File: src/hdl/lzc_pkg.sv
// Shared types and constants for the LoG zero-crossing detector.
`default_nettype none

package lzc_pkg;

    // Configuration register indexes
    localparam int CFG_IDX_W  = 2;
    localparam int CFG_DATA_W = 15;

    typedef enum logic [CFG_IDX_W-1:0] {
        CFG_IMAGE_WIDTH  = 2'd0,
        CFG_IMAGE_HEIGHT = 2'd1,
        CFG_THRESHOLD    = 2'd2
    } t_cfg_idx;

    // Register field widths
    localparam int WIDTH_REG_W  = 12;
    localparam int HEIGHT_REG_W = 13;
    localparam int THR_W        = 15;

    // Reset values
    localparam int WIDTH_RST  = 640;
    localparam int HEIGHT_RST = 480;
    localparam int THR_RST    = 256;

    // Geometry limits
    localparam int MIN_DIM    = 3;
    localparam int HEIGHT_CAP = 4096;
    localparam int ROW_W      = 12;

    // Per-pixel tag carried alongside the sample
    typedef struct packed {
        logic             has_res;
        logic             last;
        logic [ROW_W-1:0] row;
    } t_tag;

endpackage

`default_nettype wire

File: src/hdl/lzc_window.sv
// 3x3 window kept as per-column min/max, with the threshold decision.
`default_nettype none

module lzc_window #(
    parameter int SAMPLE_BITS = 16
) (
    input  wire logic                            i_clk,
    input  wire logic                            i_load,
    input  wire logic                            i_shift,
    input  wire logic signed [SAMPLE_BITS-1:0]   i_top,
    input  wire logic signed [SAMPLE_BITS-1:0]   i_mid,
    input  wire logic signed [SAMPLE_BITS-1:0]   i_bot,
    input  wire logic        [lzc_pkg::THR_W-1:0] i_thr,
    output logic                                 o_edge
);

    import lzc_pkg::*;

    localparam int SB   = SAMPLE_BITS;
    localparam int CMPW = ((SB > THR_W) ? SB : THR_W + 1) + 1;

    logic signed [SB-1:0]   n_cmin;
    logic signed [SB-1:0]   n_cmax;
    logic signed [SB-1:0]   r_cmin;
    logic signed [SB-1:0]   r_cmax;
    logic signed [SB-1:0]   r_min1;
    logic signed [SB-1:0]   r_max1;
    logic signed [SB-1:0]   r_min2;
    logic signed [SB-1:0]   r_max2;
    logic signed [SB-1:0]   lo;
    logic signed [SB-1:0]   hi;
    logic signed [CMPW-1:0] lo_x;
    logic signed [CMPW-1:0] hi_x;
    logic signed [CMPW-1:0] thr_x;

    // Column min/max of the incoming three samples
    always_comb begin
        n_cmin = i_top;
        n_cmax = i_top;
        if (i_mid < n_cmin) begin
            n_cmin = i_mid;
        end
        if (i_mid > n_cmax) begin
            n_cmax = i_mid;
        end
        if (i_bot < n_cmin) begin
            n_cmin = i_bot;
        end
        if (i_bot > n_cmax) begin
            n_cmax = i_bot;
        end
    end

    // Current column and the two before it
    always_ff @(posedge i_clk) begin
        if (i_load) begin
            r_cmin <= n_cmin;
            r_cmax <= n_cmax;
        end
        if (i_shift) begin
            r_min1 <= r_cmin;
            r_max1 <= r_cmax;
            r_min2 <= r_min1;
            r_max2 <= r_max1;
        end
    end

    // Window extremes against +/- threshold
    always_comb begin
        lo = r_cmin;
        hi = r_cmax;
        if (r_min1 < lo) begin
            lo = r_min1;
        end
        if (r_min2 < lo) begin
            lo = r_min2;
        end
        if (r_max1 > hi) begin
            hi = r_max1;
        end
        if (r_max2 > hi) begin
            hi = r_max2;
        end
        lo_x   = signed'({{(CMPW-SB){lo[SB-1]}}, lo});
        hi_x   = signed'({{(CMPW-SB){hi[SB-1]}}, hi});
        thr_x  = signed'({{(CMPW-THR_W){1'b0}}, i_thr});
        o_edge = (lo_x < -thr_x) && (hi_x > thr_x);
    end

endmodule

`default_nettype wire

File: config.mk
export PLATFORM = sky130hd
export DESIGN_NAME = lzc_window
export DESIGN_NICKNAME = d
export VERILOG_FILES = /design/src/hdl/lzc_pkg.sv /design/src/hdl/lzc_window.sv
export SDC_FILE = /design/constraint.sdc
export NUM_CORES = 1
export LEC_CHECK = 0
export CORE_MARGIN = 4
export CORE_UTILIZATION = 40
export CTS_CLUSTER_DIAMETER = 200
export DETAILED_ROUTE_END_ITERATION = 10
export DONT_BUFFER_PORTS = 1
export GPL_TIMING_DRIVEN = 0
export PLACE_DENSITY = 0.57
export SYNTH_ARGS = -nofsm -noshare
export SYNTH_HDL_FRONTEND = slang
export SYNTH_SLANG_ARGS = --single-unit
File: constraint.sdc
create_clock -name i_clk -period 7.2 [get_ports i_clk]
set_input_delay 1.44 -clock i_clk [delete_from_list [all_inputs] [get_ports i_clk]]
set_output_delay 1.44 -clock i_clk [all_outputs]
set_load 0.1 [all_outputs]
Yosys cells after proc, flatten, opt, wreduce, memory -nomap -nowiden
Index checks and enable logic that the tools add are counted.

word-level totals
  bits in registers = 96
  input port bits = 66
  word-level logic and storage cells = 26

operators by class
  $add $sub $neg = 1
  order comparisons = 10
  muxes and demuxes = 8
  reductions and logical operators = 1

operators with widths
  kind                                   number
  2-to-1 mux 16 bit                      8
  > comparator 16 bit                    5
  less-than comparator 16 bit            4
  less-than comparator 16 x 17 -> 1 bit  1
  negator 15 -> 17 bit                   1
  logical AND 1 bit                      1

Depth between registers and ports, before layout
Gate-level depths: netlist of the first run.

  depth in word-level cells = 6
  depth in mapped cells = 30

Least setup slack after synthesis of the first run
OpenSTA, ideal clock, no wires.

  path kind = register -> output
  start = register r_min1[2]
  end = output o_edge
  data arrival time = 7.481 ns
  required time = 5.760 ns
  slack = -1.721 ns
  cell stages (with the launch flop) = 25
  buffers on the path = 2
  path through = edfxtp_1 > ha_1 > a211oi_1 > o21ai_0 > a21oi_1 > nor2_1 > o21ai_0 > clkbuf_1 > a21oi_1 > ha_1 > nand4_1 > nor4_1 > o31ai_1 > a21oi_1 > buf_2 > mux2i_1 > ha_1 > a21oi_1 > o21ai_0 > a2111oi_0 > nand2_1 > a211oi_1 > a211oi_1 > xnor2_1 > a211oi_1

between the ends
  longest elaborated chain between the ends = 6

RTL lines
  item                                     line              text
  start, declared                          lzc_window.sv:26  logic signed [SB-1:0] r_min1;
  start signal, assigned                   lzc_window.sv:61  r_min1 <= r_cmin;
  less-than comparator 16 bit              lzc_window.sv:72  if (r_min1 < lo) begin
  2-to-1 mux 16 bit *                      lzc_window.sv:72
  less-than comparator 16 bit              lzc_window.sv:75  if (r_min2 < lo) begin
  2-to-1 mux 16 bit *                      lzc_window.sv:75
  less-than comparator 16 x 17 -> 1 bit *  lzc_window.sv:87  o_edge = (lo_x < -thr_x) && (hi_x > thr_x);
  logical AND 1 bit *                      lzc_window.sv:87
  end, declared                            lzc_window.sv:14  output logic o_edge

Every way passes the cells marked *; elsewhere a longest branch is shown, timed or not.

Final worst setup path of the first run
  start = register r_cmin[15]
  end = output o_edge

between the ends
  longest elaborated chain between the ends = 6

RTL lines
  item                                     line              text
  start, declared                          lzc_window.sv:24  logic signed [SB-1:0] r_cmin;
  start signal, assigned                   lzc_window.sv:57  r_cmin <= n_cmin;
  less-than comparator 16 bit              lzc_window.sv:72
  2-to-1 mux 16 bit *                      lzc_window.sv:72
  less-than comparator 16 bit              lzc_window.sv:75
  2-to-1 mux 16 bit *                      lzc_window.sv:75
  less-than comparator 16 x 17 -> 1 bit *  lzc_window.sv:87
  logical AND 1 bit *                      lzc_window.sv:87

Marks and branches as above.

==> metrics.txt, run 1 <==
status finished, violations left; failing checks setup timing; Final Cycle Share 108%; die width 149 um; Hold Buf Count CTS 0; Worst Path Max Fanout 10; pwr dens 271 nW/um^2; CTS max path bufs 2; final hold violations 0; EDFF count, synth 96; Max IR drop VDD 0.000149 V; nets@finish 1,043; endpoints failing setup 1; top-area cell type share of the netlist area 36.1%; CTS tree yes; global-route wire length before repair 28,700 um; Mapped Cells 790; Tot GR Track Use 16.0%; Max Cap Viol 0; post-synthesis sequential area ratio 36.1%; largest stage delay on the critical path 910 ps; synthesized area per cell 10.1 sq um; WL final 17,500 um; Synth Flop Type edfxtp_1; # port buffers 0; Final Slew Violations 0; Inst Count DP 1,055; Worst R2R Start r_min1[14]; top-count cell post-synth ha_1; GRT overflow 0; Wirelength per Cell 15.8 um; max layer used met4; Pre-antenna DRT Iters 5; crit path time final 7770 ps; HP Class reg -> reg; met1 wire length 8610 um; Setup crit end o_edge; via count 5,635; Crit. Startpoint r_cmin[15]; Filler cells 1,855; Initial Util 40.9%; Worst Setup End Kind primary output; Lkg Pwr 0.00420 uW; gpl congestion 0.836; Reg2Reg Depth 1; vias per inst 5.09; WL met2 7820 um; cell taking the most area after synthesis edfxtp_1; CTS sink cnt 96; met3 wire length 790 um; Startpoint Class flip-flop; most instantiated cells after synthesis 141 x ha_1, 105 x inv_1, 96 x edfxtp_1, 92 x mux2i_1, 52 x a21oi_1; Hold Path Depth 0; Routed Antenna Nets 0; H-tree Lvls 3; largest cells by area after synthesis edfxtp_1 36%, ha_1 22%, mux2i_1 12%; Data arrival, critical path 6330 ps; WHS 447 ps; post-route insts no fill 1,106; share of flip-flops with an asynchronous set or reset 0%; unrepaired setup endpoints after global routing true; hpwl dp 14,500 um; reg2reg end r_min2[14]; largest net degree at the start of global routing 65; initial antenna violation count 0; die area 22,300 sq um; Ports 67; Residual DRC 0; share of cells above drive strength 1 15.7%; r2r setup slk 6350 ps; Synth Warn # 0; Crit path required time 5760 ps; Highest Clock Rate 129 MHz; vias in the first global route 5,788; Synth Cell Area 7980 sq um; ANT cells 0; Clk Latency, worst-skew pair 330 ps; Rows 51; synth unique cells 56; P&R area growth vs syn 17.0%; Worst Tran Pin Value 1100 ps; height of the die 149 um; clk root buf clkbuf_16; Core Box Area 19,500 sq um; detailed router's first-iteration violation count 223; kind of critical path reg -> out; syn nets 997; CTS clock-pin slew for the worst setup and hold paths 60 ps; CTS Buf Count 9; Setup Skew 5.42 ps; Critical-path top delay cell a211oi_4; Max-slew headroom 26.3%; Final WS setup -570 ps; Synth Register Bits 96
## cells by family (layout without fill, tap and decap cells)
| family | count (synthesis) | in the layout | share of synthesized area, % |
|---|---|---|---|
| AOI/OAI and AO/OA | 156 | 156 | 12.2 |
| DFF | 96 | 96 | 36.1 |
| buffers and inverters | 120 | 171 | 6.15 |
| and+or+nand+nor | 171 | 171 | 10.2 |
| adders and majority gates | 141 | 141 | 22.1 |
| muxes | 95 | 95 | 12.0 |
| xor gates and xnor gates | 11 | 11 | 1.21 |
## per-layer routing
layer / track usage, % / vias to the layer above
met5: 0 / -
met4: 4.35 / 0
met3: 2.52 / 13
met2: 26.1 / 101
met1: 22.2 / 2505
li1: - / 3016
## where the power goes
part           switching, uW  leakage (uW)  total (uW)  internal [uW]
registers               51.2      0.000940         757            706
logic                    689       0.00312        1310            625
clock network            189      0.000142         458            269
## how the worst min path moves through the flow
stage | from | slack (ps) | end
6_report | r_cmin[13] | 450 | r_min1[13]
3_3_place_gp | r_cmin[14] | 430 | r_min1[14]
3_5_place_dp | r_cmin[13] | 430 | r_min1[13]
4_1_cts | r_cmin[13] | 450 | r_min1[13]
5_1_grt | r_cmin[13] | 460 | r_min1[13]
2_1_floorplan | r_cmax[15] | 430 | r_max1[15]
## per-stage QoR
stage          setup slack (ps)  instance area [sq um]  power (uW)  TNS (ps)  util (%)
6_report                   -570                   9340        2530      -570      47.8
5_1_grt                    -955                   9340        2740      -955      47.8
4_1_cts                    -401                   9240        2510      -401      47.3
3_5_place_dp              -1090                   8350        1820     -1090      42.8
3_3_place_gp               -961                   8350        1800      -961      42.8
2_1_floorplan              10.7                   8020        1570         0         -
## sequential cells by signal, summed over array words and instances (netlist names)
register and cells:
r_cmax 16, r_cmin 16, r_min1 16, r_max2 16, r_max1 16, r_min2 16
## cell usage in the layout, fill, tap and decap left out, types with 7 or more instances in the layout
cell / synthesis / layout
ha_1: 141 / 134
inv_1: 105 / 102
edfxtp_1: 96 / 96
mux2i_1: 92 / 81
nor2_1: 51 / 46
nand2_1: 46 / 44
a21oi_1: 52 / 35
buf_4: 0 / 32
o21ai_0: 36 / 31
nand4_1: 26 / 26
a21oi_2: 1 / 16
nor2b_1: 10 / 10
clkbuf_16: 0 / 10
a21o_1: 9 / 9
nand3_1: 9 / 9
xnor2_1: 10 / 9
o21a_1: 8 / 8
mux2i_2: 0 / 8
o211ai_1: 7 / 7
nor3_1: 11 / 7
## repair_timing
| item | CTS | global route |
|---|---|---|
| setup buffers | 29 | 5 |
| endpoints found under the hold margin | 0 | 0 |
| gates cloned | 1 | 0 |
| pin swaps | 41 | 14 |
| endpoints found under the setup margin | 1 | 1 |
| gates resized for setup | 83 | 13 |
## area by class of cell
class	count	area, sq um	area share (%)
Multi-Input combinational cell	574	4980	53.4
Sequential cell	96	2880	30.9
Inverter	105	394	4.22
Tap cell	265	332	3.55
Timing Repair Buffer	35	285	3.05
Clock buffer	11	233	2.49
Buffer	15	171	1.84
Clock inverter	5	56.3	0.603
## critical path, delay by kind of cell, from the launching register on
family                   cells  cell delay, ps
flip-flops                   1             350
multiplexers                 1             220
buffers and inverters        3             410
AO/OA/AOI/OAI                9            2350
AND/OR/NAND/NOR              8            1550
XOR/XNOR                     1             200
adder cells (fa/ha/maj)      3             890
Power figures use the tool's default switching activity.
==> inputs of run 2 (changes only) <==
BUFFER_PORTS_ARGS = -buffer_cell sky130_fd_sc_hd__buf_4   (was default)
DONT_BUFFER_PORTS = default   (was 1)
PLACE_DENSITY = 0.6   (was 0.57)
REMOVE_ABC_BUFFERS = 1   (was default)
==> run 2 against run 1 <==
Compared with the run above: the run still ends with setup timing left; sequential share of layout area shrank 2.0 points; worst hold slack better by 12 ps; critical path type unchanged; clock power rose by 1%; flip-flop and latch count unchanged; total power rose by 5.3%; die area unchanged; cell count grew 6.0%; sequential power hardly changed; final area rose by 6.9%; routed wire length is 2.0% higher; non-clock buffer count up 64; global-route usage increased by 0.14 points.
==> metrics.txt, run 2 (synthesis results as in run 1) <==
# port buffers 66; vias in the first global route 6,019; most frequent cell on the critical path a211oi_2; Final Slew Violations 0; vias per inst 5.10; worst path bufs/invs 4; DP Worst Slack -1440 ps; gpl congestion 0.820; Clk Latency, worst-skew pair 330 ps; Final WS setup -148 ps; Startpoint Class flip-flop; final hold violations 0; hpwl dp 14,100 um; unrepaired setup endpoints after global routing true; Crit path required time 5760 ps; Filler cells 1,791; Worst Path Max Fanout 6; Tot GR Track Use 16.1%; height of the die 149 um; fin util 51.1%; Final Cycle Share 102%; Worst Tran Pin Value 983 ps; crit path time final 7350 ps; P&R area growth vs syn 25.1%; clock share of power 17.4%; largest net degree at the start of global routing 65; Setup Skew 5.14 ps; GRT overflow 0; pwr dens 267 nW/um^2; Rows 51; Critical-path top delay cell edfxtp_1; Top delay family on crit path compound AO/OA/AOI/OAI gates; Data arrival, critical path 5910 ps; clk root buf clkbuf_16; WL final 17,800 um; placed inst area 8740 sq um; failing checks setup timing; Max IR drop VDD 0.000121 V; H-tree Lvls 3; register area 2880 sq um; met3 wire length 621 um; die area 22,300 sq um; share of cells above drive strength 1 24.4%; WL met2 8250 um; CTS tree yes; kind of critical path reg -> out; Residual DRC 0; most common cell after layout, fill and taps aside ha_1; Routed Antenna Nets 0; met1 wire length 8700 um; Highest Clock Rate 136 MHz; Internal Power 1660 uW; Initial Util 40.9%; HP Class reg -> reg; global-route wire length before repair 29,100 um; Wirelength per Cell 15.2 um; ANT cells 0; most frequent cells in the layout 130 x ha_1, 105 x buf_4, 103 x inv_1; Ports 67; die width 149 um; via count 5,979; sw power 1000 uW; Pre-antenna DRT Iters 4; Setup TNS Final -148 ps; multi-input combinational cell area 5150 sq um; CTS max path bufs 2; detailed router's first-iteration violation count 239; r2r setup slk 6320 ps; max layer used met4; Combinational Power Share 54.2%; CTS clock-pin slew for the worst setup and hold paths 60 ps; Sw Ratio 37.6%; WHS 459 ps; CTS sink cnt 96; endpoints failing setup 1; Sequential Power Share 28.4%; Max-slew headroom 34.4%; Post-Layout Inst Area 9990 sq um; initial antenna violation count 0; CTS Buf Count 9; status finished, violations left; nets@finish 1,109; Max Cap Viol 0; Core Box Area 19,500 sq um; Lkg Pwr 0.00454 uW; Worst Setup End Kind primary output; largest stage delay on the critical path 440 ps
run 2: cell type report:
type / count / share of cell area, %
tap: 265 / 3.32
timing repair buffer: 114 / 9.28
inverter: 105 / 3.95
clock buffer: 10 / 2.29
sequential: 96 / 28.9
clock inverter: 6 / 0.677
multi-input combinational: 576 / 51.6
run 2: layer usage:
| metal | track usage (%) | up-vias |
|---|---|---|
| li1 | - | 3151 |
| met1 | 22.3 | 2697 |
| met2 | 27.1 | 116 |
| met3 | 2.07 | 15 |
| met4 | 3.75 | 0 |
| met5 | 0 | - |
run 2: path summary, 6_finish.rpt:
| check | startpoint | to | cells past startpoint |
|---|---|---|---|
| max | r_cmin[2] | o_edge | 27 |
| min reg2reg | r_cmin[14] | r_min1[14] | 0 |
| max reg2reg | r_min1[15] | r_min2[15] | 1 |
| min | r_cmin[14] | r_min1[14] | 0 |
run 2: per-stage QoR:
stage / std cells / total power [uW]
floorplan: 775 / 1530
global placement: 1106 / 1800
detailed placement: 1107 / 1820
CTS: 1162 / 2590
global route: 1172 / 2880
finish: 1172 / 2660
run 2: what timing repair did:
item                       in CTS  in global routing
hold buffers                    0                  0
gates cloned                    4                  0
resized for setup              84                 28
setup buffers                  35                 10
setup endpoints to repair       1                  1
pin swaps                      46                 21
run 2: power groups by stage:
stage	clock (uW)	combinational [uW]	sequential (uW)
2_1_floorplan	0	782	744
3_3_place_gp	0	1030	764
3_5_place_dp	0	1050	766
4_1_cts	479	1360	756
5_1_grt	504	1610	765
6_report	463	1440	757
==> inputs of run 3 (changes only) <==
ABC_AREA = 1   (was default)
GPL_ROUTABILITY_DRIVEN = 0   (was default)
PLACE_DENSITY = 0.58   (was 0.6)
clock period = 6.9 ns   (was 7.2 ns; I/O delays follow)
==> run 3 against run 2 <==
Compared with the run above: the run still ends with setup timing left; final area shrank 2.9%; total power increased by 26%; first-iteration DRC count down 19%; worst setup slack gained 53 ps; non-clock buffer count is 12 lower; die area grew 1.5%; critical endpoint unchanged; register-to-register slack worse by 270 ps; cell count grew 13%.
==> metrics.txt, run 3 <==
most common cell after layout, fill and taps aside nand2_1; sw power 1470 uW; WL met2 8190 um; Mapped Cells 958; Filler cells 1,886; Worst Path Max Fanout 6; vias in the first global route 6,143; top-count cell post-synth nand2_1; HP Class reg -> reg; hpwl dp 14,500 um; Tot GR Track Use 16.3%; share of flip-flops with an asynchronous set or reset 0%; Lkg Pwr 0.00454 uW; worst path bufs/invs 17; Routed Antenna Nets 0; Combinational Power Share 59.6%; crit path time final 7000 ps; CTS sink cnt 96; Ports 67; Startpoint Class flip-flop; Worst Setup End Kind primary output; largest stage delay on the critical path 380 ps; compound-gate portion of the synthesized area 14.0%; die area 22,600 sq um; height of the die 150 um; via count 6,484; CTS max path bufs 2; failing checks setup timing; Internal Power 1880 uW; clock share of power 15.6%; Max IR drop VDD 0.000148 V; Synth Warn # 0; global-route wire length before repair 29,900 um; Setup Skew 4.84 ps; met1 wire length 8930 um; Core Box Area 19,700 sq um; status finished, violations left; Worst R2R Start r_max1[3]; endpoints failing setup 1; pwr dens 346 nW/um^2; WL final 18,000 um; P&R area growth vs syn 19.6%; cell taking the most area after synthesis edfxtp_1; top-area cell type share of the netlist area 35.6%; Synth Cell Area 8110 sq um; adder-cell share of the synthesized area 21.8%; Max Cap Viol 0; unrepaired setup endpoints after global routing true; Clk Latency, worst-skew pair 340 ps; Wirelength per Cell 13.7 um; Post-Synth Simple-Gate Area 20.4%; most instantiated cells after synthesis 222 x nand2_1, 141 x ha_1, 114 x inv_1, 104 x o21ai_0, 96 x edfxtp_1; DP Worst Slack -1220 ps; Worst Min Path Start r_cmax[12]; Critical-path top delay cell edfxtp_1; vias per inst 4.91; Synth Register Bits 96; final hold violations 0; GRT overflow 0; met3 wire length 514 um; nets@finish 1,257; # port buffers 66; share of cells above drive strength 1 19.0%; kind of critical path reg -> out; Highest Clock Rate 143 MHz; Inst Count DP 1,266; Hold Buf Count CTS 0; Sw Ratio 43.8%; Rows 51; Top delay family on crit path buffers and inverters; multi-input combinational cell area 4890 sq um; CTS Buf Count 9; synthesized area per cell 8.46 sq um; main combinational cell family by area after synthesis adder cells; max layer used met4; die width 150 um; largest cells by area after synthesis edfxtp_1 36%, ha_1 22%, nand2_1 10%; Max-slew headroom 47.0%; Crit path required time 5520 ps; Crit. Startpoint r_cmax[9]; synth unique cells 42; CTS tree yes; CTS clock-pin slew for the worst setup and hold paths 60 ps; Data arrival, critical path 5620 ps; largest net degree at the start of global routing 65; Final Cycle Share 101%; Initial Util 41.1%; initial antenna violation count 0; register area 2880 sq um; Final WS setup -95.3 ps; Synth Flop Type edfxtp_1; Final Slew Violations 0; Sequential Power Share 24.8%; Residual DRC 0; clk root buf clkbuf_16; post-synthesis sequential area ratio 35.6%; mux cell area share after synthesis 0%; H-tree Lvls 3; detailed router's first-iteration violation count 194; ANT cells 0; most frequent cell on the critical path buf_4; Pre-antenna DRT Iters 4; most frequent cells in the layout 216 x nand2_1, 137 x ha_1, 108 x inv_1; post-route insts no fill 1,320; Worst Tran Pin Value 793 ps; EDFF count, synth 96; post-synthesis xor/xnor area fraction 1.30%
[run 3: changes by cell type after synthesis, moves of 10 or more]
cell / change
clkbuf_1: +10
mux2i_1: -92
nand2_1: +176
nand3_1: +27
nand3_2: +20
nand4_1: -12
nor2_1: -17
nor2b_1: -10
o21ai_0: +68
o21ai_1: +19
xnor2_1: -10
xor2_1: +11
[run 3: path summary, 6_finish.rpt]
path,slack [ps],depth (start not counted),endpoint
max reg2reg,6050,1,r_max2[3]
min reg2reg,450,0,r_max1[12]
max,-100,38,o_edge
min,450,0,r_max1[12]
[run 3: logic make-up (layout without fill, tap and decap cells)]
family | after synthesis | count (layout)
AND/OR/NAND/NOR | 358 | 358
AO/OA/AOI/OAI | 209 | 209
flip-flops | 96 | 96
adder cells (fa/ha/maj) | 141 | 141
XOR/XNOR | 12 | 12
buffers and inverters | 142 | 239
[run 3: cell type report]
cell class / count / area share [%]
Inverter: 117 / 4.60
Clock buffer: 10 / 2.36
Timing Repair Buffer: 102 / 8.23
Tap cell: 265 / 3.42
Clock inverter: 6 / 0.942
Sequential cell: 96 / 29.7
Timing Repair inverter: 4 / 0.310
Multi-Input combinational cell: 720 / 50.4
[run 3: power by group through the flow]
stage | clock (uW) | sequential [uW] | combinational, uW
floorplan | 0 | 814 | 1250
global placement | 0 | 836 | 1630
detailed placement | 0 | 842 | 1680
CTS | 534 | 831 | 1870
global route | 565 | 845 | 2300
finish | 522 | 832 | 2000
[run 3: what timing repair did]
item	4_1_cts	5_1_grt
pin swaps	19	24
gates resized for setup	42	47
setup endpoints to repair	1	1
gates cloned	2	2
setup buffers	27	8
[run 3: per-layer routing]
layer / track usage [%] / vias up
met5: 0 / -
met4: 5.26 / 0
met3: 1.87 / 22
met2: 26.4 / 99
met1: 22.8 / 2834
li1: - / 3529
[run 3: metrics by stage]
| stage | TNS, ps | util (%) | instance area, sq um | power [uW] | hold slack [ps] |
|---|---|---|---|---|---|
| 2_1_floorplan | -2280 | - | 7980 | 2070 | 426 |
| 3_3_place_gp | -3460 | 44.7 | 8810 | 2470 | 431 |
| 3_5_place_dp | -1220 | 44.8 | 8840 | 2520 | 435 |
| 4_1_cts | -221 | 48.1 | 9490 | 3240 | 451 |
| 5_1_grt | -449 | 49.2 | 9700 | 3710 | 467 |
| 6_report | -95.3 | 49.2 | 9700 | 3350 | 449 |
