--- config.mk ---
export PLATFORM = sky130hd
export DESIGN_NAME = lzc_scan
export DESIGN_NICKNAME = d
export VERILOG_FILES = /design/src/hdl/lzc_pkg.sv /design/src/hdl/lzc_scan.sv
export SDC_FILE = /design/constraint.sdc
export NUM_CORES = 1
export LEC_CHECK = 0
export BUFFER_PORTS_ARGS = -buffer_cell sky130_fd_sc_hd__buf_4
export CORE_UTILIZATION = 35
export CTS_CLUSTER_SIZE = 24
export DETAILED_ROUTE_END_ITERATION = 10
export PLACE_DENSITY = 0.59
export SLEW_MARGIN = 40
export SYNTH_ARGS = -nofsm -noshare
export SYNTH_HDL_FRONTEND = slang
export SYNTH_SLANG_ARGS = --single-unit
--- constraint.sdc ---
create_clock -name i_clk -period 3.1 [get_ports i_clk]
set_clock_uncertainty 0.05 [all_clocks]
set_input_delay 0.93 -clock i_clk [delete_from_list [all_inputs] [get_ports i_clk]]
set_output_delay 0.93 -clock i_clk [all_outputs]
set_load 0.02 [all_outputs]
--- src/hdl/lzc_pkg.sv ---
// Shared types and constants for the LoG zero-crossing detector.
`default_nettype none

package lzc_pkg;

    // Configuration register indexes
    localparam int CFG_IDX_W  = 2;
    localparam int CFG_DATA_W = 15;

    typedef enum logic [CFG_IDX_W-1:0] {
        CFG_IMAGE_WIDTH  = 2'd0,
        CFG_IMAGE_HEIGHT = 2'd1,
        CFG_THRESHOLD    = 2'd2
    } t_cfg_idx;

    // Register field widths
    localparam int WIDTH_REG_W  = 12;
    localparam int HEIGHT_REG_W = 13;
    localparam int THR_W        = 15;

    // Reset values
    localparam int WIDTH_RST  = 640;
    localparam int HEIGHT_RST = 480;
    localparam int THR_RST    = 256;

    // Geometry limits
    localparam int MIN_DIM    = 3;
    localparam int HEIGHT_CAP = 4096;
    localparam int ROW_W      = 12;

    // Per-pixel tag carried alongside the sample
    typedef struct packed {
        logic             has_res;
        logic             last;
        logic [ROW_W-1:0] row;
    } t_tag;

endpackage

`default_nettype wire

--- src/hdl/lzc_scan.sv ---
// Geometry and threshold registers plus the raster position counters.
`default_nettype none

module lzc_scan #(
    parameter int MAX_WIDTH = 2048
) (
    input  wire logic                               i_clk,
    input  wire logic                               i_rst_n,
    input  wire logic                               i_cfg_we,
    input  wire logic [lzc_pkg::CFG_IDX_W-1:0]      i_cfg_idx,
    input  wire logic [lzc_pkg::CFG_DATA_W-1:0]     i_cfg_data,
    input  wire logic                               i_adv,
    output logic      [$clog2(MAX_WIDTH)-1:0]       o_col,
    output logic      [$clog2(MAX_WIDTH)-1:0]       o_center_col,
    output lzc_pkg::t_tag                           o_tag,
    output logic      [lzc_pkg::THR_W-1:0]          o_thr
);

    import lzc_pkg::*;

    localparam int CW = $clog2(MAX_WIDTH);
    localparam int W_RST_EFF = (WIDTH_RST > MAX_WIDTH) ? MAX_WIDTH : WIDTH_RST;

    logic [CW-1:0]    r_w_last;
    logic [ROW_W-1:0] r_h_last;
    logic [THR_W-1:0] r_thr;
    logic [CW-1:0]    r_col;
    logic [ROW_W-1:0] r_row;
    logic [31:0]      n_weff;
    logic [31:0]      n_heff;
    logic             end_col;
    logic             end_row;

    // Clamp incoming geometry to its legal range
    always_comb begin
        n_weff = {{(32-WIDTH_REG_W){1'b0}}, i_cfg_data[WIDTH_REG_W-1:0]};
        if (n_weff < 32'(MIN_DIM)) begin
            n_weff = 32'(MIN_DIM);
        end
        if (n_weff > 32'(MAX_WIDTH)) begin
            n_weff = 32'(MAX_WIDTH);
        end
        n_heff = {{(32-HEIGHT_REG_W){1'b0}}, i_cfg_data[HEIGHT_REG_W-1:0]};
        if (n_heff < 32'(MIN_DIM)) begin
            n_heff = 32'(MIN_DIM);
        end
        if (n_heff > 32'(HEIGHT_CAP)) begin
            n_heff = 32'(HEIGHT_CAP);
        end
    end

    assign end_col = (r_col == r_w_last);
    assign end_row = (r_row == r_h_last);

    // Config registers and position counters
    always_ff @(posedge i_clk) begin
        if (!i_rst_n) begin
            r_w_last <= CW'(W_RST_EFF - 1);
            r_h_last <= ROW_W'(HEIGHT_RST - 1);
            r_thr    <= THR_W'(THR_RST);
            r_col    <= '0;
            r_row    <= '0;
        end else if (i_cfg_we) begin
            case (t_cfg_idx'(i_cfg_idx))
                CFG_IMAGE_WIDTH: begin
                    r_w_last <= CW'(n_weff - 32'd1);
                    r_col    <= '0;
                    r_row    <= '0;
                end
                CFG_IMAGE_HEIGHT: begin
                    r_h_last <= ROW_W'(n_heff - 32'd1);
                    r_col    <= '0;
                    r_row    <= '0;
                end
                CFG_THRESHOLD: begin
                    r_thr <= i_cfg_data[THR_W-1:0];
                end
                default: begin
                end
            endcase
        end else if (i_adv) begin
            if (end_col) begin
                r_col <= '0;
                r_row <= end_row ? '0 : r_row + 1'b1;
            end else begin
                r_col <= r_col + 1'b1;
            end
        end
    end

    // Tag for the sample at the current position
    always_comb begin
        o_tag.has_res = (r_col >= CW'(2)) && (r_row >= ROW_W'(2));
        o_tag.last    = end_col && end_row;
        o_tag.row     = r_row - 1'b1;
    end

    assign o_col        = r_col;
    assign o_center_col = r_col - 1'b1;
    assign o_thr        = r_thr;

endmodule

`default_nettype wire

# [Word level (Yosys, flattened, before mapping)]
# Cells that the tools add are included.
# Widths: inputs -> output; s select.
[word_totals] register_bits=61 latchBits=0 mem_bits_rw=0 romBits=0 inputBits=21 elab_cells=46 n_memories=0
[classes] n_addsub=6 multipliers=0 div=0 n_lt_le_gt_ge=6 eq_ne=5 n_shift=0 n_mux=13 bitwise_logic=0 n_reduce_logical=11
[ops] operator="$mux 12" count=7
[ops] operator="$mux 11" count=5
[ops] operator="$sub 12x1->12 const B" count=2
[ops] operator="$sub 11x1->11 const B" count=2
[ops] operator="$gt 13x13->1 const B" count=1
[ops] operator="$lt 13x2->1 const B" count=1
[ops] operator="$mux 13" count=1
[ops] operator="$add 12x1->12 const B" count=1
[ops] operator="$eq 12x12->1" count=1
[ops] operator="$ge 12x2->1 const B" count=1
[ops] operator="$gt 12x12->1 const B" count=1
[ops] operator="$lt 12x2->1 const B" count=1
[ops] operator="$add 11x1->11 const B" count=1
[ops] operator="$eq 11x11->1" count=1
[ops] operator="$ge 11x2->1 const B" count=1
[ops] operator="$reduce_and 2->1" count=4
[ops] operator="$reduce_bool 2->1" count=2
[ops] operator="$reduce_and 3->1" count=1
[ops] operator="$eq 2x1->1 const B" count=1
[ops] operator="$eq 2x2->1 const B" count=1
[ops] operator="$logic_and 1x1->1" count=2
[ops] operator="$logic_not 2->1" count=1
[ops] operator="$ne 2x2->1 const B" count=1
[ops] operator="$reduce_or 2->1" count=1

# [Depth between registers and ports, before layout]
# Gate-level depths: netlist (run 1).
[depth] ltp_word=5 ltp_mapped=10 ltp_nobuf=8

# [Least setup slack after synthesis (run 1)]
# Ideal clock, no wire load.
[synth_path] path_type="in2reg" startpoint="input i_cfg_data[6] in the netlist's numbering" endpoint="register r_h_last[4]" setup_time_ps=122 t_arrival_ps=2760 t_required_ps=2928 setup_slack_ps=168 cell_stages=9 n_path_buf=2 cell_sequence="clkbuf_1 nor4_2 and4_1 o21ai_0 ha_1 clkbuf_1 o21ai_0 o21ai_0 o32a_1"
[synth_between] elab_chain_cells=5
[synth_lines] item="start: declaration" line="lzc_scan.sv:11" source="input wire logic [lzc_pkg::CFG_DATA_W-1:0] i_cfg_data,"
[synth_lines] item="$lt 13x2->1" line="lzc_scan.sv:44" source="if (n_heff < 32'(MIN_DIM)) begin"
[synth_lines] item="$mux 13 (*)" line="lzc_scan.sv:44"
[synth_lines] item="$gt 13x13->1" line="lzc_scan.sv:47" source="if (n_heff > 32'(HEIGHT_CAP)) begin"
[synth_lines] item="$mux 12 (*)" line="lzc_scan.sv:47"
[synth_lines] item="$sub 12x1->12 (*)" line="lzc_scan.sv:71" source="r_h_last <= ROW_W'(n_heff - 32'd1);"
[synth_lines] item="end signal: assignment" line="lzc_scan.sv:59" source="r_h_last <= ROW_W'(HEIGHT_RST - 1);"
[synth_lines] item="end signal: assignment" line="lzc_scan.sv:71"
[synth_lines] item="end: declaration" line="lzc_scan.sv:25" source="logic [ROW_W-1:0] r_h_last;"
# Every way passes the cells marked *; elsewhere a longest branch is shown, timed or not.
# A chain may end at the register's enable or synchronous reset.

==> results.toml, run 1 <==
[detailed_routing]
drtIter0Drc = 117
wl_um = 10600
routedWlPerCell_um = 15.3
first_pass_iters = 4
antenna_left = 0
drc = 0
avgViaCountPerCell = 5.30
vias = 3650

[floorplanning]
die-area_mm2 = 0.0113
initial_core_util_pct = 36.5
rows = 37
core-area_mm2 = 0.0104
die_w_um = 106
io_pins = 72
chipHeight_um = 106

[flow_run]
cap_viol_max_count = 0

[timing]
period_share_pct = 94.9
hold_violations = 0
fin_crit_ns = 2.94
slew_viol_final = 0
timing.setup.tns_ns = 0
worst_pin_slew_ns = 0.615
fmax_mhz = 340
setup_viol = 0
slew_headroom_pct = 58.9
rsz0062_at_grt = "no"

[synth]
ys_ff_latch = 61
syn_nets = 528
yosysWarnings = 0
netlist_top_cells_area = "dfxtp_1, xor2_1, nand2_1"
synth_edf_count = 0
netlist_instances = 499
netlist_area_mm2 = 0.00380
synth_top_area_cell = "dfxtp_1"
postSynth.asyncResetShare_pct = 0
synth_ff_type = "dfxtp_1"
ys_types = 53
synth_area_per_cell_um2 = 7.62
yosysTopAreaCellShare_pct = 32.1
yosysSeqAreaShare_pct = 32.1

[global_routing]
met2_usage_pct = 31.3
use_met3_pct = 4.54
grt_use_met1_pct = 25.5
globalRoute.busiestLayer = "met2"
grt_max_degree = 49
grt_pass1_vias = 3482
antenna_found_initial = 0
grt_util_all_layers_pct = 19.5
gr-total-overflow = 0
grt_pass1_wl_um = 17400

[hold_path]
hp-class = "flop to flop"

[worst_setup_path]
crit_path_end_kind = "primary output"
cp.arrival_ns = 1.96
startpoint_type = "flop"
cp_max_fo = 10
cp_data_required_time_ns = 2.12
path_class = "flop to primary output"

[clock_tree]
cts_max_level = 3
clk_pin_slew_worst_paths_ns = 0.07
cts_max_path_buffers = 2
holdBufCountCts = 0
cts_resized = 0
cts_tree = "built"
postCtsSetupBuffers = 0
cts_buffers = 9
clock_latency_ns = 0.34
cts_root_buf = "clkbuf_8"
cts.sinks = 61

[place]
port_buffers = 71
finalWeightedCongestion = 0.914
dp_hpwl_um = 7840
dpl_cell_area_mm2 = 0.00440

[finish]
fin_util_pct = 44.2
drive_above_1_share_pct = 18.8
design_area_mm2 = 0.00460
syn_to_final_growth_pct = 20.9
antennaDiodeCount = 0
num-nets-final = 577
fillers = 1101

[power_and_ir_drop]
p_int_mw = 1.27
p_seq_share_pct = 45.7
finalPower_mw = 1.80
p_leak_nw = 1.77
switching_share_pct = 29.7
power.switching_mw = 0.536
comb_power_share_pct = 17.6
power_density_mw_per_mm2 = 392
ir_worst_vdd_v = 0.000184
p_clk_share_pct = 36.6

[outcome]
status = "completed"
## flip-flops by register name (all words and copies together), names as in the netlist
| register | count |
|---|---|
| r_h_last | 12 |
| o_col | 11 |
| o_thr | 15 |
| r_row | 12 |
| r_w_last | 11 |
## layout by cell type (no fill, tap or decap), types with 8 or more instances in the layout
cell type / netlist / final
buf_4: 0 / 81
nand2_1: 76 / 76
dfxtp_1: 61 / 61
nor2_1: 41 / 41
xor2_1: 38 / 38
nand3_1: 24 / 24
a21oi_1: 22 / 22
o21ai_0: 21 / 21
xnor2_1: 15 / 15
a21boi_0: 15 / 15
inv_1: 13 / 13
nor3_1: 13 / 12
or4_1: 11 / 11
clkbuf_8: 0 / 11
o31ai_1: 10 / 10
ha_1: 8 / 8
## power groups by stage
| stage | clock network [mW] | registers (mW) | logic [mW] |
|---|---|---|---|
| global placement | 0 | 0.843 | 0.317 |
| CTS | 0.684 | 0.825 | 0.318 |
| detailed placement | 0 | 0.843 | 0.318 |
| finish | 0.660 | 0.825 | 0.318 |
| floorplan | 0 | 0.847 | 0.191 |
| global route | 0.712 | 0.828 | 0.348 |
## Yosys cell counts, drive strengths merged, types with 2 or more instances
cell and n:
nand2 76, nand2b 5, a2bb2oi 2, nor3b 4
and4 2, or3 5, dfxtp 61, xnor2 15
and3 4, a21oi 22, nand4 5, a31oi 4
a21boi 15, xor2 39, a211o 2, nor3 14
ha 8, clkbuf 35, o32a 2, nor2 41
nand3 24, nor2b 6, buf 8, or4 11
o31ai 10, inv 13, o211ai 7, a21o 2
o311a 2, nor4 11, o21ai 28
## metrics by stage
| stage | instances | hold WS (ns) | setup slack (ns) |
|---|---|---|---|
| after floorplan | 499 | 0.398 | 0.168 |
| after global placement | 673 | 0.404 | 0.264 |
| after detailed placement | 673 | 0.410 | 0.221 |
| after CTS | 689 | 0.422 | 0.0898 |
| after global routing | 689 | 0.441 | 0.0142 |
| final | 689 | 0.416 | 0.158 |
## path summary, 6_finish.rpt
path	to	slack [ns]	start	depth (start not counted)
setup reg to reg	r_row[5]	0.70	o_col[7]	5
hold reg to reg	o_thr[0]	0.42	o_thr[0]	2
hold / removal	o_thr[0]	0.42	o_thr[0]	2
setup / recovery	o_tag[12]	0.16	o_col[7]	5
## critical path, stage by stage, from the launching register on
cell     delay [ns]
dfxtp_1        0.59
xor2_2         0.14
nor4_4         0.42
nand3_1        0.17
nor2_1         0.14
buf_4          0.16
## routing by layer
| metal | wire length (um) | up-vias |
|---|---|---|
| li1 | - | 1837 |
| met1 | 4820 | 1698 |
| met2 | 5010 | 100 |
| met3 | 529 | 15 |
| met4 | 199 | 0 |
| met5 | 0 | - |
## cell families after synthesis
family / Yosys count / share of synthesized area [%]
AO/OA/AOI/OAI: 107 / 18.6
XOR/XNOR: 54 / 12.6
adder cells (fa/ha/maj): 8 / 2.63
buffers and inverters: 56 / 6.12
flip-flops: 61 / 32.1
AND/OR/NAND/NOR: 213 / 28.0
## layout make-up
type | instances | area [um2] | area share, %
multi-input cells | 382 | 2370 | 51.6
repair buffers | 81 | 608 | 13.2
inverters | 13 | 48.8 | 1.06
flip-flops and latches | 61 | 1220 | 26.6
well taps | 136 | 170 | 3.70
clock buffers | 13 | 159 | 3.45
clock inverters | 3 | 20.0 | 0.435
Note: power is estimated with default switching activity, not from simulation.
==> run 2: changes to the inputs <==
--- a/config.mk
+++ b/config.mk
@@ -6,10 +6,10 @@
 export NUM_CORES = 1
 export LEC_CHECK = 0
 export BUFFER_PORTS_ARGS = -buffer_cell sky130_fd_sc_hd__buf_4
-export CORE_UTILIZATION = 35
+export CORE_UTILIZATION = 45
 export CTS_CLUSTER_SIZE = 24
 export DETAILED_ROUTE_END_ITERATION = 10
-export PLACE_DENSITY = 0.59
+export PLACE_DENSITY = 0.71
 export SLEW_MARGIN = 40
 export SYNTH_ARGS = -nofsm -noshare
 export SYNTH_HDL_FRONTEND = slang
==> run 2 against run 1 <==
Compared with the run above: sequential share of layout area is essentially flat; critical path depth did not move; core utilization up 12 points.
==> results.toml, run 2 (synthesized netlist as in run 1, its figures left out) <==
[detailed_routing]
drtIter0Drc = 127
drc = 0
routedWlPerCell_um = 15.3
vias = 3679
wl_um = 10000
antenna_left = 0
avgViaCountPerCell = 5.60
first_pass_iters = 4

[timing]
setup_viol = 0
timing.setup.tns_ns = 0
fmax_mhz = 335
rsz0062_at_grt = "no"
hold_violations = 0
slew_headroom_pct = 59.9
worst_pin_slew_ns = 0.600
slew_viol_final = 0
whs_ns = 0.416
fin_crit_ns = 2.98
period_share_pct = 96.2

[place]
finalWeightedCongestion = 0.992
port_buffers = 71
dp_cells = 641
dp_hpwl_um = 7440

[clock_tree]
cts_max_path_buffers = 2
cts_root_buf = "clkbuf_8"
cts_max_level = 3
cts.sinks = 61
holdBufCountCts = 0
cts_tree = "built"
clk_pin_slew_worst_paths_ns = 0.07
clock_latency_ns = 0.35
cts_buffers = 9

[global_routing]
grt_max_degree = 49
grt_pass1_wl_um = 16600
antenna_found_initial = 0
grt_util_all_layers_pct = 24.3
grt_pass1_vias = 3471
gr-total-overflow = 0

[floorplanning]
chipHeight_um = 93.9
die-area_mm2 = 0.00882
core-area_mm2 = 0.00822
die_w_um = 93.9
io_pins = 72
rows = 33
initial_core_util_pct = 46.3

[hold_path]
hold_start = "o_thr[7]"
hp-class = "flop to flop"
holdPathStages = 2
min_to = "o_thr[7]"

[flow_run]
cap_viol_max_count = 0

[worst_setup_path]
startpoint_type = "flop"
r2r_end = "r_row[11]"
regToRegSetupSlack_ns = 0.79
cp_data_required_time_ns = 2.12
cp_max_fo = 8
path_class = "flop to primary output"
startpoint = "o_col[4]"
cp.arrival_ns = 2.00
r2r-start = "o_col[4]"
crit_path_end_kind = "primary output"
r2r_cells = 5

[power_and_ir_drop]
p_leak_nw = 1.80
ir_worst_vdd_v = 0.000214
power_density_mw_per_mm2 = 424

[finish]
largest_reg_flops = 15
syn_to_final_growth_pct = 21.3
num-nets-final = 576
final_cell_mix = "buf_4, nand2_1, dfxtp_1, nor2_1, xor2_1"
instances_no_fill = 657
antennaDiodeCount = 0
drive_above_1_share_pct = 19.6
final_common_cell = "buf_4"

[outcome]
status = "completed"
-- run 2: cell count changes in the layout (fill, tap and decap cells not counted), sizes merged --
| cell | change |
|---|---|
| bufinv | +2 |
| clkinv | +1 |
| clkinvlp | -2 |
| clkbuf | -1 |
| buf | -1 |
-- run 2: final cells by class --
class                           instances  area (um2)
Inverter                               13        48.8
Tap cell                              105         131
Timing Repair Buffer                   80         601
Clock inverter                          4        70.1
Fill cell                             762        3600
Multi-Input combinational cell        382        2380
Clock buffer                           12         155
Sequential cell                        61        1230
-- run 2: timing repair --
action,in CTS,in global routing
setup buffers,0,0
setup endpoints to repair,1,2
resized for setup,1,6
-- run 2: worst max-delay path by stage --
stage,to,slack (ns),depth (start not counted)
floorplan,r_h_last[4],0.17,9
global placement,r_h_last[4],0.29,8
detailed placement,r_h_last[4],0.24,8
CTS,o_tag[12],0.08,5
global route,o_tag[12],0.008,5
finish,o_tag[12],0.12,5
-- run 2: per-stage QoR --
step / area, um2 / power, mW / util [%] / setup slack [ns]
finish: 4610 / 1.95 / 56.1 / 0.118
CTS: 4580 / 1.98 / 55.8 / 0.0772
detailed placement: 4350 / 1.16 / 53.0 / 0.244
floorplan: 3800 / 1.04 / - / 0.168
global route: 4610 / 2.03 / 56.1 / 0.00831
global placement: 4350 / 1.15 / 53.0 / 0.294
-- run 2: routing by layer --
layer / up-vias / wire length (um) / track usage (%)
li1: 1845 / - / -
met1: 1716 / 4640 / 30.9
met2: 107 / 4810 / 40.7
met3: 11 / 423 / 4.45
met4: 0 / 148 / 8.85
met5: - / 0 / 0
-- run 2: where the power goes --
group          switching [mW]  internal, mW  leakage [nW]  total (mW)
clock                   0.319         0.495         0.116       0.813
combinational           0.189         0.128          1.19       0.316
sequential             0.0191         0.806         0.498       0.825
-- run 2: critical path: stages, from the launching register on --
cell and delay [ns]:
dfxtp_1 0.52, xor2_1 0.16, nor4_4 0.40, nand3_1 0.18, nor2_1 0.21, buf_4 0.18
==> run 3: changes to the inputs <==
--- a/config.mk
+++ b/config.mk
@@ -6,6 +6,7 @@
 export NUM_CORES = 1
 export LEC_CHECK = 0
 export BUFFER_PORTS_ARGS = -buffer_cell sky130_fd_sc_hd__buf_4
+export CORE_MARGIN = 5
 export CORE_UTILIZATION = 45
 export CTS_CLUSTER_SIZE = 24
 export DETAILED_ROUTE_END_ITERATION = 10
==> constraint.sdc (replaced) <==
create_clock -name i_clk -period 3.05 [get_ports i_clk]
set_clock_uncertainty 0.05 [all_clocks]
set_input_delay 0.915 -clock i_clk [delete_from_list [all_inputs] [get_ports i_clk]]
set_output_delay 0.915 -clock i_clk [all_outputs]
set_load 0.02 [all_outputs]
==> run 3 against run 2 <==
Compared with the run above: critical path depth down 1; global-route usage down 2.9 points; design area grew 0.27%; worst setup slack worse by 0.024 ns; sequential power increased by 2%; clock power decreased by 2%; cell count up 0.30%; register-to-register slack got worse by 0.09 ns; clock-buffer cell count fell by 2; combinational power rose by 3%; flip-flop and latch count unchanged; worst hold slack improved by 0.0014 ns; critical path type unchanged; largest power group unchanged.
==> results.toml, run 3 (synthesized netlist as in run 1, its figures left out) <==
[flow_run]
cap_viol_max_count = 0

[timing]
timing.setup.tns_ns = 0
slew_headroom_pct = 60.7
whs_ns = 0.418
worst_pin_slew_ns = 0.590
rsz0062_at_grt = "no"
fin_crit_ns = 2.96
hold_violations = 0
fmax_mhz = 338
period_share_pct = 96.9
setup_viol = 0
slew_viol_final = 0

[hold_path]
min_to = "o_thr[11]"
hp-class = "flop to flop"
hold_start = "o_thr[11]"
holdPathStages = 2

[clock_tree]
cts.sinks = 61
cts_root_buf = "clkbuf_8"
clk_pin_slew_worst_paths_ns = 0.07
clock_latency_ns = 0.34
postCtsSetupBuffers = 0
cts_tree = "built"
cts_max_path_buffers = 2
cts_max_level = 3
cts_buffers = 9

[worst_setup_path]
cp_data_required_time_ns = 2.08
r2r-start = "o_col[5]"
startpoint_type = "flop"
regToRegSetupSlack_ns = 0.70
path_class = "flop to primary output"
cp_max_fo = 9
crit_path_end_kind = "primary output"
r2r_end = "r_row[7]"
startpoint = "r_row[6]"
cp.arrival_ns = 1.99
r2r_cells = 5

[power_and_ir_drop]
power_density_mw_per_mm2 = 424
ir_worst_vdd_v = 0.000310
p_leak_nw = 1.82
finalPower_mw = 1.96

[detailed_routing]
wl_met1_um = 4740
drc = 0
antenna_left = 0
drtIter0Drc = 132
first_pass_iters = 4
routedWlPerCell_um = 16.4
wl_met3_um = 735
wl_um = 10800
route.met2.wl_um = 5120
vias = 3733
avgViaCountPerCell = 5.66
top_layer = "met4"

[floorplanning]
rows = 33
die-area_mm2 = 0.0104
io_pins = 72
core-area_mm2 = 0.00822
chipHeight_um = 102
initial_core_util_pct = 46.3
die_w_um = 102

[finish]
antennaDiodeCount = 0
syn_to_final_growth_pct = 21.6
final_common_cell = "buf_4"
final_cell_mix = "buf_4, nand2_1, dfxtp_1, nor2_1, xor2_1"
largest_reg_flops = 15
design_area_mm2 = 0.00463
drive_above_1_share_pct = 20.2
num-nets-final = 579
fin_util_pct = 56.3

[global_routing]
antenna_found_initial = 0
grt_pass1_vias = 3676
grt_pass1_wl_um = 17700
grt_util_all_layers_pct = 21.3
grt_max_degree = 49
gr-total-overflow = 0

[place]
dp_hpwl_um = 8030
port_buffers = 71
dpl_cell_area_mm2 = 0.00437
finalWeightedCongestion = 0.945

[outcome]
status = "completed"
run 3: cell types whose count changed in the layout (fill, tap and decap cells not counted), sizes merged:
cell    delta
clkinv     +1
buf        +3
clkbuf     -2
run 3: metrics by stage:
stage / std cells / setup WS (ns)
floorplan: 499 / 0.133
global placement: 644 / 0.230
detailed placement: 644 / 0.152
CTS: 659 / 0.00531
global route: 659 / 0.000193
finish: 659 / 0.0942
run 3: worst max-delay path by stage:
stage                     depth (start not counted)     endpoint
after floorplan                                   9  r_h_last[4]
after global placement                            8  r_h_last[4]
after detailed placement                          8  r_h_last[4]
after CTS                                         5     o_tag[9]
after global routing                              5    o_tag[12]
final                                             4    o_tag[11]
run 3: where the power goes:
part           total [mW]  internal [mW]  switching [mW]
Combinational       0.325          0.130           0.195
Clock               0.797          0.473           0.324
Sequential          0.839          0.820          0.0192
run 3: area by class of cell:
cell class / instances / area, um2
fill: 811 / 3590
multi-input combinational: 382 / 2390
sequential: 61 / 1220
timing repair buffer: 83 / 623
clock buffer: 10 / 138
tap: 105 / 131
clock inverter: 5 / 75.1
inverter: 13 / 48.8
run 3: critical path, stage by stage, from the launching register on:
cell     delay [ns]
dfxtp_1        0.41
or4_1          0.62
nor3_1         0.25
xor2_1         0.20
buf_4          0.17
run 3: metal layers:
| metal | up-vias | track usage [%] |
|---|---|---|
| li1 | 1837 | - |
| met1 | 1743 | 27.1 |
| met2 | 133 | 35.8 |
| met3 | 20 | 4.23 |
| met4 | 0 | 8.17 |
| met5 | - | 0 |
run 3: repair_timing:
item / 4_1_cts / 5_1_grt
setup endpoints to repair: 0 / 6
hold buffers: 0 / 0
resized for setup: 0 / 8
